$ cat config.mk
export PLATFORM = sky130hd
export DESIGN_NAME = keyword_number_lexer
export DESIGN_NICKNAME = d
export VERILOG_FILES = /design/src/hdl/kwnl_pkg.sv /design/src/hdl/kwnl_front.sv /design/src/hdl/kwnl_queue.sv /design/src/hdl/kwnl_back.sv /design/src/hdl/keyword_number_lexer.sv
export SDC_FILE = /design/constraint.sdc
export NUM_CORES = 1
export LEC_CHECK = 0
export ABC_CLOCK_PERIOD_IN_PS = 5400
export BUFFER_PORTS_ARGS = -buffer_cell sky130_fd_sc_hd__buf_2
export CAP_MARGIN = 20
export CORE_MARGIN = 1.5
export CORE_UTILIZATION = 45
export CTS_CLUSTER_DIAMETER = 30
export DETAILED_ROUTE_END_ITERATION = 8
export HOLD_SLACK_MARGIN = 0.05
export PLACE_DENSITY = 0.62
export SYNTH_ARGS = -nofsm -noshare
export SYNTH_HDL_FRONTEND = slang
export SYNTH_HIERARCHICAL = 1
export SYNTH_SLANG_ARGS = --single-unit
$ cat constraint.sdc
create_clock -name clk -period 5.4 [get_ports clk]
set_clock_uncertainty 0.05 [all_clocks]
set_input_delay 1.08 -clock clk [delete_from_list [all_inputs] [get_ports clk]]
set_output_delay 1.08 -clock clk [all_outputs]
set_load 0.02 [all_outputs]
$ cat src/hdl/kwnl_pkg.sv
package kwnl_pkg;

	// Default sizes
	localparam int DEFAULT_VALUE_WIDTH = 64;
	localparam int DEFAULT_QUEUE_DEPTH = 4;

	// Character codes
	localparam logic [7:0] CH_NUL    = 8'h00;
	localparam logic [7:0] CH_NL     = 8'h0A;
	localparam logic [7:0] CH_SPACE  = 8'h20;
	localparam logic [7:0] CH_DOLLAR = 8'h24;
	localparam logic [7:0] CH_COLON  = 8'h3A;
	localparam logic [7:0] CH_EQUAL  = 8'h3D;
	localparam logic [7:0] CH_QUERY  = 8'h3F;
	localparam logic [7:0] CH_C      = 8'h63;
	localparam logic [7:0] CH_M      = 8'h6D;

	// Keyword lengths
	localparam logic [3:0] KW_CALL_LEN     = 4'd4;
	localparam logic [3:0] KW_MAKEPROC_LEN = 4'd8;

	typedef enum logic [2:0] {
		LM_IDLE,
		LM_KEYWORD,
		LM_IDENT,
		LM_INT,
		LM_DOLLAR,
		LM_VARNUM,
		LM_ERROR
	} lex_mode_t;

	typedef enum logic [3:0] {
		TAG_NEWLINE,
		TAG_ASSIGN,
		TAG_LABEL,
		TAG_MAYBE,
		TAG_CALL,
		TAG_MAKEPROC,
		TAG_INT,
		TAG_VARNUM,
		TAG_IDCHAR,
		TAG_IDEND,
		TAG_END,
		TAG_UNKNOWN,
		TAG_RANGE
	} tag_t;

	// One byte's worth of tokens: lead identifier letters, then up to two tags
	typedef struct packed {
		logic [2:0] lead;
		logic [1:0] ntags;
		tag_t       tag0;
		tag_t       tag1;
	} burst_t;

	typedef struct packed {
		logic valid;
		logic full;
	} qstat_t;

endpackage

$ cat src/hdl/kwnl_front.sv
module kwnl_front import kwnl_pkg::*; #(
	parameter int VALUE_WIDTH = DEFAULT_VALUE_WIDTH
) (
	input  logic       clk,
	input  logic       arst_n,
	input  logic       take,
	input  logic [7:0] text_byte,
	output logic       push,
	output burst_t     burst
);

	localparam int PW = VALUE_WIDTH + 3;

	typedef struct packed {
		logic valid;
		tag_t tag;
	} start_t;

	lex_mode_t              mode_q, mode_d;
	logic                   choice_q, choice_d;
	logic [2:0]             matched_q, matched_d;
	logic [VALUE_WIDTH-2:0] acc_q, acc_d;

	logic          is_zero, is_letter, is_digit, is_kwstart;
	logic          kw_hit, kw_done, fin, ovf;
	logic [3:0]    digit_val;
	logic [PW-1:0] acc_ext, prod;
	logic [VALUE_WIDTH-2:0] acc_next;
	start_t        st;

	// Keyword letter at a given position
	function automatic logic [7:0] kw_char(input logic ch, input logic [2:0] idx);
		logic [7:0] c;
		c = CH_NUL;
		if (ch) begin
			case (idx)
				3'd0: c = "m";
				3'd1: c = "a";
				3'd2: c = "k";
				3'd3: c = "e";
				3'd4: c = "p";
				3'd5: c = "r";
				3'd6: c = "o";
				3'd7: c = "c";
				default: c = CH_NUL;
			endcase
		end else begin
			case (idx)
				3'd0: c = "c";
				3'd1: c = "a";
				3'd2: c = "l";
				3'd3: c = "l";
				default: c = CH_NUL;
			endcase
		end
		return c;
	endfunction

	// Tag given by a byte that opens a token
	function automatic start_t start_tag(input logic [7:0] b);
		start_t s;
		s.valid = 1'b0;
		s.tag   = TAG_UNKNOWN;
		case (b)
			CH_SPACE: s.valid = 1'b0;
			CH_NL:    begin s.valid = 1'b1; s.tag = TAG_NEWLINE; end
			CH_EQUAL: begin s.valid = 1'b1; s.tag = TAG_ASSIGN; end
			CH_COLON: begin s.valid = 1'b1; s.tag = TAG_LABEL; end
			CH_QUERY: begin s.valid = 1'b1; s.tag = TAG_MAYBE; end
			CH_C, CH_M, CH_DOLLAR: s.valid = 1'b0;
			default: begin
				if (b inside {["0":"9"]}) begin
					s.valid = 1'b0;
				end else if (b inside {["a":"z"], ["A":"Z"]}) begin
					s.valid = 1'b1;
					s.tag   = TAG_IDCHAR;
				end else begin
					s.valid = 1'b1;
					s.tag   = TAG_UNKNOWN;
				end
			end
		endcase
		return s;
	endfunction

	// Classify the byte
	assign is_zero    = (text_byte == CH_NUL);
	assign is_letter  = text_byte inside {["a":"z"], ["A":"Z"]};
	assign is_digit   = text_byte inside {["0":"9"]};
	assign is_kwstart = (text_byte == CH_C) || (text_byte == CH_M);
	assign digit_val  = text_byte[3:0];
	assign st         = start_tag(text_byte);

	// Keyword progress
	assign kw_hit  = !is_zero && (text_byte == kw_char(choice_q, matched_q));
	assign kw_done = (({1'b0, matched_q} + 4'd1) ==
		(choice_q ? KW_MAKEPROC_LEN : KW_CALL_LEN));

	// Accumulate times ten plus digit; any bit at or above the sign position overflows
	assign acc_ext  = {4'b0, acc_q};
	assign prod     = (acc_ext << 3) + (acc_ext << 1) + {{(PW-4){1'b0}}, digit_val};
	assign ovf      = |prod[PW-1:VALUE_WIDTH-1];
	assign acc_next = prod[VALUE_WIDTH-2:0];

	// Decide whether the byte ends the pending token and opens a new one
	always_comb begin
		fin = 1'b0;
		case (mode_q)
			LM_KEYWORD:          fin = !kw_hit && !is_letter;
			LM_IDENT:            fin = !is_letter;
			LM_INT, LM_VARNUM:   fin = !is_digit;
			LM_DOLLAR, LM_ERROR: fin = 1'b0;
			default:             fin = 1'b1;
		endcase
	end

	// Next state
	always_comb begin
		mode_d    = mode_q;
		choice_d  = choice_q;
		matched_d = matched_q;
		acc_d     = acc_q;
		if (fin) begin
			mode_d    = LM_IDLE;
			choice_d  = 1'b0;
			matched_d = '0;
			acc_d     = '0;
			if (!is_zero) begin
				if (is_kwstart) begin
					mode_d    = LM_KEYWORD;
					choice_d  = (text_byte == CH_M);
					matched_d = 3'd1;
				end else if (is_digit) begin
					mode_d = LM_INT;
					acc_d  = {{(VALUE_WIDTH-5){1'b0}}, digit_val};
				end else if (text_byte == CH_DOLLAR) begin
					mode_d = LM_DOLLAR;
				end else if (is_letter) begin
					mode_d = LM_IDENT;
				end else if (st.valid && st.tag == TAG_UNKNOWN) begin
					mode_d = LM_ERROR;
				end
			end
		end else begin
			case (mode_q)
				LM_KEYWORD: begin
					if (kw_hit && !kw_done) begin
						matched_d = matched_q + 3'd1;
					end else begin
						mode_d    = kw_hit ? LM_IDLE : LM_IDENT;
						choice_d  = 1'b0;
						matched_d = '0;
					end
				end
				LM_INT, LM_VARNUM: begin
					if (ovf) begin
						mode_d = LM_ERROR;
						acc_d  = '0;
					end else begin
						acc_d = acc_next;
					end
				end
				LM_DOLLAR: begin
					if (is_digit) begin
						mode_d = LM_VARNUM;
						acc_d  = acc_next;
					end else begin
						mode_d = is_zero ? LM_IDLE : LM_ERROR;
					end
				end
				LM_ERROR: begin
					if (is_zero) mode_d = LM_IDLE;
				end
				default: mode_d = mode_q;
			endcase
		end
	end

	// Tokens caused by the byte
	always_comb begin
		logic [1:0] n;
		tag_t       t0, t1;
		logic [2:0] ld;
		n  = 2'd0;
		t0 = TAG_END;
		t1 = TAG_END;
		ld = 3'd0;
		case (mode_q)
			LM_KEYWORD: begin
				if (kw_hit) begin
					if (kw_done) begin
						n  = 2'd1;
						t0 = choice_q ? TAG_MAKEPROC : TAG_CALL;
					end
				end else begin
					ld = matched_q;
					n  = 2'd1;
					t0 = is_letter ? TAG_IDCHAR : TAG_IDEND;
				end
			end
			LM_IDENT: begin
				n  = 2'd1;
				t0 = is_letter ? TAG_IDCHAR : TAG_IDEND;
			end
			LM_INT, LM_VARNUM: begin
				if (is_digit) begin
					if (ovf) begin
						n  = 2'd1;
						t0 = TAG_RANGE;
					end
				end else begin
					n  = 2'd1;
					t0 = (mode_q == LM_INT) ? TAG_INT : TAG_VARNUM;
				end
			end
			LM_DOLLAR: begin
				if (!is_digit) begin
					n  = is_zero ? 2'd2 : 2'd1;
					t0 = TAG_UNKNOWN;
					t1 = TAG_END;
				end
			end
			LM_ERROR: begin
				if (is_zero) begin
					n  = 2'd1;
					t0 = TAG_END;
				end
			end
			default: n = 2'd0;
		endcase
		// Append the tag of the byte that opens the next token
		if (fin && (is_zero || st.valid)) begin
			if (n == 2'd0) begin
				t0 = is_zero ? TAG_END : st.tag;
			end else begin
				t1 = is_zero ? TAG_END : st.tag;
			end
			n = n + 2'd1;
		end
		burst.lead  = ld;
		burst.ntags = n;
		burst.tag0  = t0;
		burst.tag1  = t1;
	end

	assign push = take && ((burst.lead != 3'd0) || (burst.ntags != 2'd0));

	// Hold lexer state between words
	always_ff @(posedge clk or negedge arst_n) begin
		if (!arst_n) begin
			mode_q    <= LM_IDLE;
			choice_q  <= 1'b0;
			matched_q <= '0;
			acc_q     <= '0;
		end else if (take) begin
			mode_q    <= mode_d;
			choice_q  <= choice_d;
			matched_q <= matched_d;
			acc_q     <= acc_d;
		end
	end

endmodule

$ cat src/hdl/kwnl_queue.sv
module kwnl_queue import kwnl_pkg::*; #(
	parameter int DEPTH = DEFAULT_QUEUE_DEPTH
) (
	input  logic   clk,
	input  logic   arst_n,
	input  logic   push,
	input  burst_t wdata,
	input  logic   pop,
	output burst_t rdata,
	output qstat_t stat
);

	localparam int AW = (DEPTH > 1) ? $clog2(DEPTH) : 1;
	localparam int CW = $clog2(DEPTH + 1);
	localparam logic [AW-1:0] LAST = AW'(DEPTH - 1);
	localparam logic [CW-1:0] FULL = CW'(DEPTH);

	burst_t        mem_q [DEPTH];
	logic [AW-1:0] wr_q, rd_q;
	logic [CW-1:0] count_q;

	assign rdata      = mem_q[rd_q];
	assign stat.valid = (count_q != '0);
	assign stat.full  = (count_q == FULL);

	// Store pushed words
	always_ff @(posedge clk) begin
		if (push) mem_q[wr_q] <= wdata;
	end

	// Advance pointers and count
	always_ff @(posedge clk or negedge arst_n) begin
		if (!arst_n) begin
			wr_q    <= '0;
			rd_q    <= '0;
			count_q <= '0;
		end else begin
			if (push) wr_q <= (wr_q == LAST) ? '0 : wr_q + AW'(1);
			if (pop)  rd_q <= (rd_q == LAST) ? '0 : rd_q + AW'(1);
			case ({push, pop})
				2'b10:   count_q <= count_q + CW'(1);
				2'b01:   count_q <= count_q - CW'(1);
				default: count_q <= count_q;
			endcase
		end
	end

endmodule

$ cat src/hdl/kwnl_back.sv
module kwnl_back import kwnl_pkg::*; (
	input  logic       clk,
	input  logic       arst_n,
	input  burst_t     head,
	input  logic       head_valid,
	output logic       pop,
	input  logic       out_ready,
	output logic       out_valid,
	output logic [3:0] token_tag
);

	logic [3:0] pos_q;
	logic [3:0] total;
	logic [3:0] lead4;
	logic       issue, last;
	tag_t       tag_q, tag_n;

	assign lead4 = {1'b0, head.lead};
	assign total = lead4 + {2'b0, head.ntags};
	assign issue = head_valid && (!out_valid || out_ready);
	assign last  = (pos_q == total - 4'd1);
	assign pop   = issue && last;

	// Pick the tag at the current position of the word
	always_comb begin
		if (pos_q < lead4) begin
			tag_n = TAG_IDCHAR;
		end else if (pos_q == lead4) begin
			tag_n = head.tag0;
		end else begin
			tag_n = head.tag1;
		end
	end

	// Advance through the word
	always_ff @(posedge clk or negedge arst_n) begin
		if (!arst_n) begin
			pos_q     <= '0;
			out_valid <= 1'b0;
		end else begin
			if (issue) begin
				out_valid <= 1'b1;
				pos_q     <= last ? 4'd0 : pos_q + 4'd1;
			end else if (out_ready) begin
				out_valid <= 1'b0;
			end
		end
	end

	// Hold the output tag
	always_ff @(posedge clk) begin
		if (issue) tag_q <= tag_n;
	end

	assign token_tag = tag_q;

endmodule

$ cat src/hdl/keyword_number_lexer.sv
// A taken byte's tokens pass the front-to-back queue and an output register.
// Throughput: one byte per cycle in until the queue fills and in_ready drops, one
// token per cycle out while out_ready is high; a byte giving n tokens (up to nine)
// holds the token port until all are offered, the queue absorbing such bursts.
// Reset: arst_n clears lexer state, queue pointers and output valid at once.
module keyword_number_lexer import kwnl_pkg::*; #(
	parameter int VALUE_WIDTH = DEFAULT_VALUE_WIDTH,
	parameter int QUEUE_DEPTH = DEFAULT_QUEUE_DEPTH
) (
	input  logic       clk,
	input  logic       arst_n,
	input  logic       in_valid,
	output logic       in_ready,
	input  logic [7:0] text_byte,
	output logic       out_valid,
	input  logic       out_ready,
	output logic [3:0] token_tag
);

	logic   take, push, pop;
	burst_t wburst, head;
	qstat_t qstat;

	assign in_ready = !qstat.full;
	assign take     = in_valid && in_ready;

	kwnl_front #(.VALUE_WIDTH(VALUE_WIDTH)) u_front (
		.clk       (clk),
		.arst_n    (arst_n),
		.take      (take),
		.text_byte (text_byte),
		.push      (push),
		.burst     (wburst)
	);

	kwnl_queue #(.DEPTH(QUEUE_DEPTH)) u_queue (
		.clk    (clk),
		.arst_n (arst_n),
		.push   (push),
		.wdata  (wburst),
		.pop    (pop),
		.rdata  (head),
		.stat   (qstat)
	);

	kwnl_back u_back (
		.clk        (clk),
		.arst_n     (arst_n),
		.head       (head),
		.head_valid (qstat.valid),
		.pop        (pop),
		.out_ready  (out_ready),
		.out_valid  (out_valid),
		.token_tag  (token_tag)
	);

`ifndef SYNTHESIS
	// Never pop an empty queue
	assert property (@(posedge clk) disable iff (!arst_n) pop |-> qstat.valid)
		else $error("pop from empty queue");

	// A queued word always carries at least one token
	assert property (@(posedge clk) disable iff (!arst_n)
		qstat.valid |-> ((head.lead != 3'd0) || (head.ntags != 2'd0)))
		else $error("empty word in queue");

	// Offered tags stay within the defined codes
	assert property (@(posedge clk) disable iff (!arst_n)
		out_valid |-> (token_tag <= 4'(TAG_RANGE)))
		else $error("undefined token tag");

	// A full queue that is not drained stays full and blocks input
	assert property (@(posedge clk) disable iff (!arst_n)
		(qstat.full && !pop) |=> !in_ready)
		else $error("queue overrun");
`endif

endmodule

Word level (Yosys, flattened, before mapping)
Memories as Yosys holds them, arrays and structs flattened.
Index checks and enable logic that the tools add are counted.

storage, ports and cells
  register bits = 86
  memory bits (writable) = 52
  bits in read-only memories = 40
  output and inout bits = 6
  memories = 2

operators by class
  add/subtract/negate cells = 12
  magnitude comparators = 7
  eq/ne operators = 32
  muxes and demuxes = 74
  reductions and logical operators = 45

memory list
  name             words  width  rd ports  clocked after Yosys merged registers in  write ports  line              source
  u_queue.mem_q    4      13     1         0                                        1            kwnl_queue.sv:18  burst_t mem_q [DEPTH];
  (no name shown)  8      5      1         0                                        0            kwnl_front.sv:36  case (idx)

operator list
  operator            number
  $mux 63             5
  $pmux 63 s2         1
  $add 66x64->67      1
  $add 67x4->67       1
  $mux 3              19
  $mux 4              12
  $eq 8x6->1 const B  5
  $pmux 7 s3          1
  $mux 1              20
  $pmux 4 s5          1
  $eq 8x7->1 const B  2
  $ge 8x7->1 const B  2
  $le 8x7->1 const B  2
  $mux 2              8
  $pmux 4 s4          1
  $eq 3x2->1 const B  4
  $eq 3x3->1 const B  4
  $logic_and 1x1->1   12
  $pmux 3 s4          1
  $reduce_or 4->1     3
  $pmux 2 s5          1
  $reduce_bool 2->1   5
  $ne 3x1->1 const B  3
  $reduce_bool 3->1   3
  34 further kinds    53

Depth between registers and ports, before layout
Gate-level depths: netlist of the first run.

  depth after elaboration = 16
  depth in mapped cells = 24
  depth with buffers taken out = 23

Hierarchy
The synthesis of the first run kept the hierarchy.

by module, submodules not included
  module                times used  cells each  area each (µm²)  sequential area each (µm²)
  kwnl_front            1           1037        8277.9           1751.7
  kwnl_queue            1           103         2317.2           1736.7
  kwnl_back             1           62          640.6            245.2
  keyword_number_lexer  1           2           10.0             0.0

Worst setup path before layout of the first run
Ideal clock, no wire load.

  kind = input to register
  start point = input port text_byte[3]
  end point = register u_queue.count_q[1]
  setup time = 125 ps
  arrival = 5902 ps
  required time = 5225 ps
  setup slack = -676 ps
  stages on the path = 22
  path through = clkbuf_1 -> inv_1 -> fa_1 -> inv_1 -> ha_1 -> a211o_1 -> a211oi_1 -> o31a_1 -> o31a_1 -> a211oi_1 -> o21ai_0 -> mux2i_1 -> o211ai_4 -> o21ai_1 -> ha_1 -> nand3_1 -> nand2_1 -> o31a_1 -> inv_1 -> ha_1 -> fa_1 -> mux2_2

RTL lines
  element                 line                        source
  start: declaration      keyword_number_lexer.sv:14  input logic [7:0] text_byte,
  end signal: assignment  kwnl_queue.sv:41            2'b10: count_q <= count_q + CW'(1);
  end signal: assignment  kwnl_queue.sv:42            2'b01: count_q <= count_q - CW'(1);
  end signal: assignment  kwnl_queue.sv:43            default: count_q <= count_q;
  end: declaration        kwnl_queue.sv:20            logic [CW-1:0] count_q;

==> qor.txt, run 1 <==
outcome -> finished clean
Synth area leaders -> dfrtp_1, ha_1, edfxtp_1, nand2_1, a21oi_1
Yosys top cell by area -> dfrtp_1
CP max stage delay -> 490 ps
CTS hold repair buffers -> 0
slowest cell on the critical path -> fa_1
CP Class -> in2reg
via count -> 8921
Reg2Reg Launch Point -> u_front/acc_q[31]$_DFFE_PN0P_
DIE AREA -> 25900 µm²
clk buf depth -> 2
total grt overflow -> 0
Finished Layout Cells -> 1562
num ports -> 18
hold crit path type -> reg2reg
DRT Wirelength -> 25600 µm
Synth cell types -> 78
worst vdd ir -> 0.000316 V
root cell of the clock tree -> clkbuf_16
Fmax -> 192 MHz
core footprint -> 24400 µm²
DR iter-0 viols -> 414
TritonCTS buffer count -> 17
GPL Wtd Cong -> 0.835
HPWL Detailed -> 19600 µm
Crit Path Max Fanout -> 2
mapped cell area -> 11200 µm²
share of cells above drive strength 1 -> 13.6%
Post-Syn Instances -> 1204
min Tclk post-route -> 5210 ps
drc violations -> 0
crit path launch -> text_byte[3]
drt pass-1 iters -> 5
relative slew slack -> 54.3%
initial antenna violation count -> 0
Final period util -> 96.5%
final core utilization -> 51.2%
Sw Ratio -> 44.0%
sequential area share after synthesis -> 33.2%
hold endpoint -> u_queue/count_q[2]$_DFFE_PN0P_
die width -> 161 µm
DR WL/cell -> 16.4 µm
Tightest Pin Transition -> 685 ps
share of power burned in registers -> 28.3%
CP bufs+invs -> 4
Hold Path Depth -> 1
placement row count -> 57
CTS H-tree lvls -> 4
cell mode on critical path -> o31a_1
CTS tree -> done
multi-input logic area -> 7230 µm²
Final setup violation count -> 0
Hold Fails Final Rpt -> 0
Area Growth Syn to Fin -> 11.0%
asr flop ratio synth -> 59.4%
startpoint types -> input port
mean post-synth cell area -> 9.34 µm²
pre-CTS setup slack -> -322 ps
Yosys top cell area share -> 18.2%
reg2reg end -> u_queue/count_q[1]$_DFFE_PN0P_
Leakage -> 0.00555 µW
R2R setup slack -> 270 ps
Placed Cells -> 1527
port buffer count -> 17
fin nets -> 1386
sw power -> 2810 µW
clk_lat worst skew -> 430 ps
largest net degree at the start of global routing -> 57
wire length of the first global-routing pass -> 44100 µm
fillers -> 2276
Post-Syn Nets -> 1365
Hold Path Origin -> u_queue/count_q[2]$_DFFE_PN0P_
WHS -> 430 ps
cells on worst reg2reg path -> 18
max_cap viols -> 0
die span in y -> 161 µm
CP top delay family -> compound AO/OA/AOI/OAI gates
Via-to-Cell Ratio -> 5.71
Worst Path Required -> 5660 ps
worst setup margin -> 190 ps
Top FF cell, synth -> dfrtp_1
Cell Chain, Critical Path -> buf_4 > inv_4 > fa_1 > inv_2 > ha_4 > a211o_1 > a211oi_2 > o31a_1 > o31a_1 > a211oi_2 > o21ai_2 > mux2i_2 > o211ai_4 > o21ai_2 > ha_1 > nand3_2 > nand2_2 > o31a_1 > inv_2 > ha_4 > fa_1 > mux2_2
Antenna diodes -> 0
Clock Sinks -> 138
Pwr Total -> 6370 µW
Comb power frac -> 53.3%
Pint -> 3570 µW
CP Capture Type -> flop
Register Area -> 3730 µm²
synthesized flop and latch total -> 138
clk slew on worst S/H paths -> 60 ps
WP data arrival -> 5470 ps
power density cells -> 511 nW/µm²
Slew Viols, Final -> 0
post-route ant nets -> 0
GRT Total Usage -> 20.8%
Initial Util -> 46.1%
vias in the first global route -> 8998
Synth Warn # -> 6
Clk pwr share -> 18.4%
number of synthesized flops with an enable pin -> 56
[how the worst max path moves through the flow]
stage / end / slack (ps) / cells past startpoint
after floorplan: u_queue/count_q[1]$_DFFE_PN0P_ / -110 / 22
after global placement: u_queue/count_q[1]$_DFFE_PN0P_ / -220 / 22
after detailed placement: u_queue/count_q[1]$_DFFE_PN0P_ / -320 / 22
after CTS: u_queue/count_q[1]$_DFFE_PN0P_ / 100 / 22
after global routing: u_queue/count_q[1]$_DFFE_PN0P_ / -10 / 22
final: u_queue/count_q[1]$_DFFE_PN0P_ / 190 / 22
[timing repair]
action / in CTS / in global routing
setup endpoints to repair: 0 / 2
hold endpoints to repair: 0 / 0
buffers inserted: 0 / 3
gates resized for setup: 0 / 13
[state kept, by name (all words and copies together), names as in the netlist]
| name | count |
|---|---|
| u_back/token_tag | 4 |
| u_queue/rd_q | 2 |
| u_front/choice_q | 1 |
| u_front/matched_q | 3 |
| u_front/mode_q | 3 |
| u_back/pos_q | 4 |
| u_queue/wr_q | 2 |
| u_queue/count_q | 3 |
| u_queue/mem_q | 52 |
| u_front/acc_q | 63 |
| u_back/out_valid | 1 |
[per-layer routing]
layer	GRT usage (%)	share of wire, %	wire length (µm)	up-vias
met5	0	0	0	-
met4	5.35	1.0	268	0
met3	2.54	2.1	534	20
met2	36.2	50	12800	121
met1	27.3	47	12100	4278
li1	-	-	-	4502
[power groups by stage]
stage | clock [µW] | combinational [µW] | sequential [µW]
floorplan | 0 | 2620 | 1710
global placement | 0 | 3290 | 1820
detailed placement | 0 | 3350 | 1820
CTS | 1200 | 3370 | 1810
global route | 1240 | 3830 | 1860
finish | 1170 | 3400 | 1800
[cell usage after synthesis, drive strengths merged (7+ instances only)]
| master | number |
|---|---|
| clkbuf | 34 |
| a21oi | 87 |
| and2 | 14 |
| o21a | 16 |
| a21o | 28 |
| o21bai | 12 |
| xor2 | 33 |
| a211oi | 11 |
| o21ai | 121 |
| edfxtp | 56 |
| nand2 | 171 |
| inv | 35 |
| mux4 | 13 |
| nor2b | 11 |
| dfrtp | 82 |
| and3 | 12 |
| ha | 145 |
| xnor2 | 37 |
| o221ai | 8 |
| nor3 | 15 |
| nand3 | 28 |
| or3 | 9 |
| nor2 | 67 |
| nand4 | 19 |
| a31oi | 15 |
| mux2i | 7 |
| buf | 14 |
[cells by family after synthesis]
logic type	synth area share, %
DFF	33.2
adders and majority gates	16.8
AOI/OAI and AO/OA	21.2
muxes	3.89
xor gates and xnor gates	5.65
buffers and inverters	3.40
other	0.0333
and+or+nand+nor	15.7
[area by class of cell]
type	count	area share (%)
clock inverter	13	1.06
timing repair buffer	50	3.11
tap	324	3.25
multi-input combinational	983	58.0
sequential	138	29.9
clock buffer	19	3.64
inverter	35	1.07
[cell usage in the layout, fill, tap and decap left out, types with 6 or more instances in the layout]
| cell | count |
|---|---|
| inv_1 | 32 |
| o21ai_2 | 41 |
| mux4_2 | 8 |
| buf_4 | 31 |
| o221ai_1 | 8 |
| a31oi_1 | 14 |
| a21oi_1 | 85 |
| clkbuf_16 | 18 |
| o21bai_1 | 12 |
| edfxtp_1 | 56 |
| a21o_1 | 28 |
| o21ai_0 | 74 |
| or3_1 | 9 |
| nand4_1 | 18 |
| and3_1 | 12 |
| dfrtp_1 | 82 |
| buf_2 | 15 |
| xor2_1 | 33 |
| nand2b_1 | 6 |
| and2_1 | 14 |
| ha_1 | 140 |
| nor2b_1 | 11 |
| nor2_1 | 67 |
| nand3_1 | 27 |
| xnor2_1 | 37 |
| a22oi_1 | 6 |
| nand2_1 | 170 |
| a211oi_1 | 8 |
| nor3_1 | 15 |
| o21a_1 | 15 |
[per-stage QoR]
step | TNS (ps) | instance area [µm²]
global route | -13.7 | 12500
detailed placement | -1630 | 11800
global placement | -401 | 11800
finish | 0 | 12500
floorplan | -140 | 11300
CTS | 0 | 12400
Note: power is estimated with default switching activity, not from simulation.
==> inputs of run 2 (changes only) <==
--- a/config.mk
+++ b/config.mk
@@ -5,6 +5,7 @@
 export SDC_FILE = /design/constraint.sdc
 export NUM_CORES = 1
 export LEC_CHECK = 0
+export ABC_AREA = 1
 export ABC_CLOCK_PERIOD_IN_PS = 5400
 export BUFFER_PORTS_ARGS = -buffer_cell sky130_fd_sc_hd__buf_2
 export CAP_MARGIN = 20
@@ -13,7 +14,7 @@
 export CTS_CLUSTER_DIAMETER = 30
 export DETAILED_ROUTE_END_ITERATION = 8
 export HOLD_SLACK_MARGIN = 0.05
-export PLACE_DENSITY = 0.62
+export PLACE_DENSITY = 0.61
 export SYNTH_ARGS = -nofsm -noshare
 export SYNTH_HDL_FRONTEND = slang
 export SYNTH_HIERARCHICAL = 1
==> run 2 against run 1 <==
Wire length up 18%. Combinational power down 24%. Sequential cell count unchanged. Setup slack better by 320 ps. Hold slack better by 7.9 ps. Non-clock buffer count down 8. Final area up 6.7%.
==> qor.txt, run 2 <==
M3 GR Usage -> 2.74% (+0.20 points)
postcts setup bufs -> 0 (unchanged)
min Tclk post-route -> 4890 ps (-319 ps)
CTS H-tree lvls -> 4 (unchanged)
die width -> 168 µm (+4.0%)
max reg flops -> 63 (unchanged)
Worst Path Required -> 5670 ps (about the same)
Via-to-Cell Ratio -> 5.11 (-10%)
Register Area -> 3730 µm² (unchanged)
WP data arrival -> 5160 ps (-310 ps)
Yosys top cell by area -> dfrtp_1
top-count cell post-synth -> nand2_1
DRT Wirelength -> 30300 µm (+18%)
Reg2Reg Launch Point -> u_front/acc_q[38]$_DFFE_PN0P_
startpoint types -> input port
mapped cell area -> 12200 µm² (+8.3%)
Tightest Pin Transition -> 949 ps (+264 ps)
Crit Path Max Fanout -> 3 (+1)
worst vdd ir -> 0.000274 V (-13%)
Design Area, Final -> 13300 µm² (+6.7%)
most common cell after layout, fill and taps aside -> nand2_1
number of synthesized flops with an enable pin -> 56 (unchanged)
DR WL/cell -> 14.3 µm (-13%)
grt met1 use -> 32.1% (+4.8 points)
GPL Wtd Cong -> 0.903 (+8.0%)
placement row count -> 60 (+5.3%)
num ports -> 18 (unchanged)
GRT Total Usage -> 22.5% (+1.7 points)
core footprint -> 26700 µm² (+9.6%)
DIE AREA -> 28100 µm² (+8.1%)
Hold Fails Final Rpt -> 0 (unchanged)
via count -> 10808 (+21%)
vias in the first global route -> 10497 (+17%)
Yosys top cell area share -> 16.8% (-1.4 points)
TritonCTS buffer count -> 17 (unchanged)
CP Capture Type -> flop
Top reg by flops -> u_front/acc_q
GRT busiest layer -> met2
CP Class -> in2reg
CP max stage delay -> 520 ps (+30 ps)
post-route ant nets -> 0 (unchanged)
total negative slack -> 0 ps (unchanged)
Antenna diodes -> 0 (unchanged)
Finished Layout Cells -> 2114 (+35%)
grt met2 use -> 35.7% (-0.52 points)
drc violations -> 0 (unchanged)
Area Growth Syn to Fin -> 9.36%
clk buf depth -> 2 (unchanged)
DR iter-0 viols -> 662 (+60%)
RSZ-0062 raised after global routing -> false
wire length of the first global-routing pass -> 51300 µm (+16%)
Hold Path Origin -> u_queue/count_q[2]$_DFFE_PN0P_
die span in y -> 168 µm (+4.0%)
sequential area share after synthesis -> 30.7% (-2.5 points)
port buffer count -> 17 (unchanged)
Synth area leaders -> dfrtp_1, nand2_1, ha_1, edfxtp_1, inv_1
crit path launch -> text_byte[3]
slowest cell on the critical path -> fa_1
cts repair resizes -> 0 (unchanged)
Synth Warn # -> 6 (unchanged)
hold crit path type -> reg2reg
Final setup violation count -> 0 (unchanged)
synthesized flop and latch total -> 138 (unchanged)
Area after DPL -> 12700 µm² (+7.5%)
Slew Viols, Final -> 0 (unchanged)
largest net degree at the start of global routing -> 83 (+46%)
drt pass-1 iters -> 5 (unchanged)
Clock Sinks -> 138 (unchanged)
Synth cell types -> 54 (-31%)
Leakage -> 0.00705 µW (+27%)
multi-input logic area -> 7320 µm² (+1.3%)
root cell of the clock tree -> clkbuf_16
most frequent cells in the layout -> nand2_1, inv_1, nor2_1
clk_lat worst skew -> 430 ps (about the same)
CTS hold repair buffers -> 0 (unchanged)
Placed Cells -> 2081 (+36%)
fillers -> 2696 (+18%)
top flop regs -> u_front/acc_q (63), u_queue/mem_q (52)
Initial Util -> 45.6% (-0.54 points)
initial antenna violation count -> 0 (unchanged)
max_cap viols -> 0 (unchanged)
mean post-synth cell area -> 7.07 µm² (-24%)
Final period util -> 90.6% (-5.9 points)
fin nets -> 1921 (+39%)
HPWL Detailed -> 23800 µm (+21%)
total grt overflow -> 0 (unchanged)
Post-synth top cells -> nand2_1, inv_1, nor2_1
Top FF cell, synth -> dfrtp_1
power density cells -> 407 nW/µm² (-20%)
clk slew on worst S/H paths -> 60 ps (about the same)
Fmax -> 204 MHz (+6.5%)
cell mode on critical path -> nand2_1
Post-Syn Instances -> 1723 (+43%)
share of cells above drive strength 1 -> 6.26% (-7.3 points)
CTS tree -> done
outcome -> finished clean
Pwr Total -> 5420 µW (-15%)
asr flop ratio synth -> 59.4% (unchanged)
relative slew slack -> 36.2% (-18 points)
Post-Syn Nets -> 1884 (+38%)
[run 2: changes by cell type in the layout (fill, tap and decap cells not counted), moves of 13 or more]
cell and change:
nor2_1 +105, inv_1 +208, o21ai_2 -39, nor3_1 +14, o21a_1 -13, o21ai_1 +55
nand3_1 +40, o21ai_0 -28, a21o_1 -24, nand2_1 +363
[run 2: area by class of cell]
class	count	share of cell area, %
clock buffer	17	3.19
clock inverter	15	1.27
inverter	251	7.09
multi-input combinational	1310	55.0
sequential	138	28.0
tap	341	3.20
timing repair buffer	42	2.22
[run 2: power breakdown]
part           total (µW)  leakage (µW)  switching, µW  internal, µW
logic                2590       0.00514           1710           875
clock network        1190      0.000286            567           625
registers            1640       0.00162            180          1460
[run 2: critical path: cells and delay by family]
kind          cells  cell delay (ps)
simple gates     23             1850
buf+inv           6              490
fa+ha+maj         5             1740
[run 2: logic make-up after synthesis]
| family | synth area share, % |
|---|---|
| buffers and inverters | 9.20 |
| AOI/OAI and AO/OA | 11.8 |
| adders and majority gates | 15.6 |
| xor gates and xnor gates | 4.53 |
| other | 0.0308 |
| DFF | 30.7 |
| and+or+nand+nor | 28.2 |
[run 2: stage by stage]
stage                     worst slack (ps)  hold slack [ps]  util (%)
final                                  509              438      49.8
after global routing                  25.6              476      49.8
after CTS                              533              441      49.7
after detailed placement              83.9              425      47.5
after global placement                 223              416      47.5
after floorplan                        351              392         -
[run 2: layer usage]
metal / vias up / part of all wire, % / wire [µm]
li1: 5652 / - / -
met1: 4918 / 51 / 15400
met2: 201 / 43 / 13200
met3: 37 / 3.8 / 1160
met4: 0 / 1.8 / 543
met5: - / 0 / 0
[run 2: path summary, 6_finish.rpt]
kind / cells after the start / end / slack, ps
setup / recovery: 34 / u_queue/count_q[2]$_DFFE_PN0P_ / 510
hold / removal: 2 / u_queue/count_q[2]$_DFFE_PN0P_ / 440
setup reg to reg: 31 / u_queue/count_q[2]$_DFFE_PN0P_ / 820
hold reg to reg: 2 / u_queue/count_q[2]$_DFFE_PN0P_ / 440
max in group asynchronous: 2 / u_front/acc_q[11]$_DFFE_PN0P_ / 4130
min in group asynchronous: 1 / u_front/acc_q[41]$_DFFE_PN0P_ / 560
==> inputs of run 3 (changes only) <==
--- a/config.mk
+++ b/config.mk
@@ -11,6 +11,7 @@
 export CAP_MARGIN = 20
 export CORE_MARGIN = 1.5
 export CORE_UTILIZATION = 45
+export CTS_BUF_LIST = sky130_fd_sc_hd__clkbuf_4 sky130_fd_sc_hd__clkbuf_8
 export CTS_CLUSTER_DIAMETER = 30
 export DETAILED_ROUTE_END_ITERATION = 8
 export HOLD_SLACK_MARGIN = 0.05
==> run 3 against run 2 <==
Clock-buffer cell count unchanged. Sequential share of layout area rose by 0.41 points. Total power shrank 5.8%. Setup slack gained 52 ps. Non-clock buffer count unchanged. Combinational power barely moved. Fmax grew 1.1%. Register-to-register slack worse by 20 ps. Wire length decreased by 0.39%. Global-route usage fell by 0.11 points. Clock power decreased by 26%. Final area fell by 1.4%. Critical path type unchanged. Largest cell class unchanged.
==> qor.txt, run 3 (synthesis gave the netlist of run 2 again) <==
most frequent cells in the layout -> nand2_1, inv_1, nor2_1
outcome -> finished clean
Register Area -> 3730 µm² (unchanged)
CP max stage delay -> 520 ps (about the same)
TritonCTS buffer count -> 17 (unchanged)
largest net degree at the start of global routing -> 83 (unchanged)
startpoint types -> input port
Antenna diodes -> 0 (unchanged)
top flop regs -> u_front/acc_q (63), u_queue/mem_q (52)
GPL Wtd Cong -> 0.903 (unchanged)
Hold Path Depth -> 2 (unchanged)
Hold Path Origin -> u_queue/count_q[2]$_DFFE_PN0P_
worst vdd ir -> 0.000273 V (-0.29%)
max_cap viols -> 0 (unchanged)
Final setup violation count -> 0 (unchanged)
most common cell after layout, fill and taps aside -> nand2_1
clk slew on worst S/H paths -> 90 ps (+30 ps)
DR iter-0 viols -> 650 (-1.8%)
initial antenna violation count -> 0 (unchanged)
die width -> 168 µm (unchanged)
Area Growth Syn to Fin -> 7.79%
clk buf depth -> 2 (unchanged)
CTS tree -> done
reg2reg end -> u_queue/count_q[2]$_DFFE_PN0P_
root cell of the clock tree -> clkbuf_8
multi-input logic area -> 7320 µm² (unchanged)
RSZ-0062 raised after global routing -> false
slowest cell on the critical path -> fa_1
Final period util -> 89.6% (-0.96 points)
Via-to-Cell Ratio -> 5.11 (-0.11%)
max reg flops -> 63 (unchanged)
Leakage -> 0.00696 µW (-1.2%)
core footprint -> 26700 µm² (unchanged)
placement row count -> 60 (unchanged)
R2R setup slack -> 800 ps (-20 ps)
hold crit path type -> reg2reg
CP Class -> in2reg
DRT Wirelength -> 30200 µm (-0.39%)
total grt overflow -> 0 (unchanged)
Hold Fails Final Rpt -> 0 (unchanged)
post-route ant nets -> 0 (unchanged)
Fmax -> 207 MHz (+1.1%)
DR WL/cell -> 14.3 µm (-0.39%)
CTS H-tree lvls -> 4 (unchanged)
min Tclk post-route -> 4840 ps (-51.6 ps)
die span in y -> 168 µm (unchanged)
via count -> 10796 (-0.11%)
relative slew slack -> 34.2% (-2.0 points)
vias in the first global route -> 10452 (-0.43%)
num ports -> 18 (unchanged)
Initial Util -> 45.6% (unchanged)
fillers -> 2727 (+1.1%)
DIE AREA -> 28100 µm² (unchanged)
hold endpoint -> u_queue/count_q[2]$_DFFE_PN0P_
port buffer count -> 17 (unchanged)
Reg2Reg Launch Point -> u_front/acc_q[38]$_DFFE_PN0P_
CTS hold repair buffers -> 0 (unchanged)
drt pass-1 iters -> 5 (unchanged)
cells on worst reg2reg path -> 31 (unchanged)
wire length of the first global-routing pass -> 51000 µm (-0.61%)
power density cells -> 389 nW/µm² (-4.4%)
drc violations -> 0 (unchanged)
CP Capture Type -> flop
GRT Total Usage -> 22.4% (-0.11 points)
fin nets -> 1921 (unchanged)
clk_lat worst skew -> 470 ps (+40 ps)
CP bufs+invs -> 6 (unchanged)
Top reg by flops -> u_front/acc_q
Crit Path Max Fanout -> 3 (unchanged)
total negative slack -> 0 ps (unchanged)
final core utilization -> 49.1% (-0.72 points)
Tightest Pin Transition -> 974 ps (+25.0 ps)
cell mode on critical path -> nand2_1
Slew Viols, Final -> 0 (unchanged)
Clock Sinks -> 138 (unchanged)
cts repair resizes -> 0 (unchanged)
postcts setup bufs -> 0 (unchanged)
Worst Path Required -> 5710 ps (+40 ps)
share of cells above drive strength 1 -> 6.26% (unchanged)
CP top delay family -> simple AND/OR/NAND/NOR gates
WP data arrival -> 5150 ps (about the same)
HPWL Detailed -> 23800 µm (unchanged)
[run 3: cell counts in the layout (fill, tap and decap cells not counted)]
No cell type changed its count.
[run 3: cell type report]
cell class                      count  area share [%]
Timing Repair Buffer               42            2.25
Clock inverter                     15            1.29
Inverter                          251            7.20
Multi-Input combinational cell   1310            55.8
Tap cell                          341            3.25
Sequential cell                   138            28.4
Clock buffer                       17            1.78
[run 3: power breakdown]
group          switching, µW  internal, µW  leakage [µW]
Combinational           1710           875       0.00514
Clock                    528           354      0.000199
Sequential               179          1460       0.00162
[run 3: worst reg2reg max path, delay by kind of cell, from the launching register on]
kind | cells | cell delay (ps)
fa+ha+maj | 5 | 1550
buf+inv | 4 | 340
flops | 1 | 420
simple gates | 22 | 2160
[run 3: how the worst max path moves through the flow]
| stage | startpoint | end | slack (ps) | cells past startpoint |
|---|---|---|---|---|
| finish | text_byte[3] | u_queue/count_q[2]$_DFFE_PN0P_ | 560 | 34 |
| global route | text_byte[3] | u_queue/count_q[2]$_DFFE_PN0P_ | 80 | 34 |
| CTS | text_byte[3] | u_queue/count_q[2]$_DFFE_PN0P_ | 590 | 34 |
| detailed placement | text_byte[3] | u_queue/count_q[2]$_DFFE_PN0P_ | 80 | 34 |
| global placement | text_byte[3] | u_queue/count_q[2]$_DFFE_PN0P_ | 220 | 34 |
| floorplan | text_byte[3] | u_queue/count_q[2]$_DFFE_PN0P_ | 350 | 34 |
[run 3: routing by layer]
metal	track usage (%)	share of wire [%]	routed length, µm
met1	31.7	51	15400
met3	3.24	3.8	1160
met4	6.46	1.7	502
met5	0	0	0
met2	35.6	43	13100
[run 3: per-stage QoR]
step | setup slack [ps] | instance area (µm²) | power (µW) | cells | hold slack, ps
2_1_floorplan | 351 | 12200 | 3690 | 1723 | 392
3_3_place_gp | 223 | 12700 | 4210 | 2081 | 416
3_5_place_dp | 83.9 | 12700 | 4240 | 2081 | 425
4_1_cts | 590 | 13100 | 5150 | 2113 | 447
5_1_grt | 80.4 | 13100 | 5590 | 2114 | 483
6_report | 561 | 13100 | 5110 | 2114 | 444
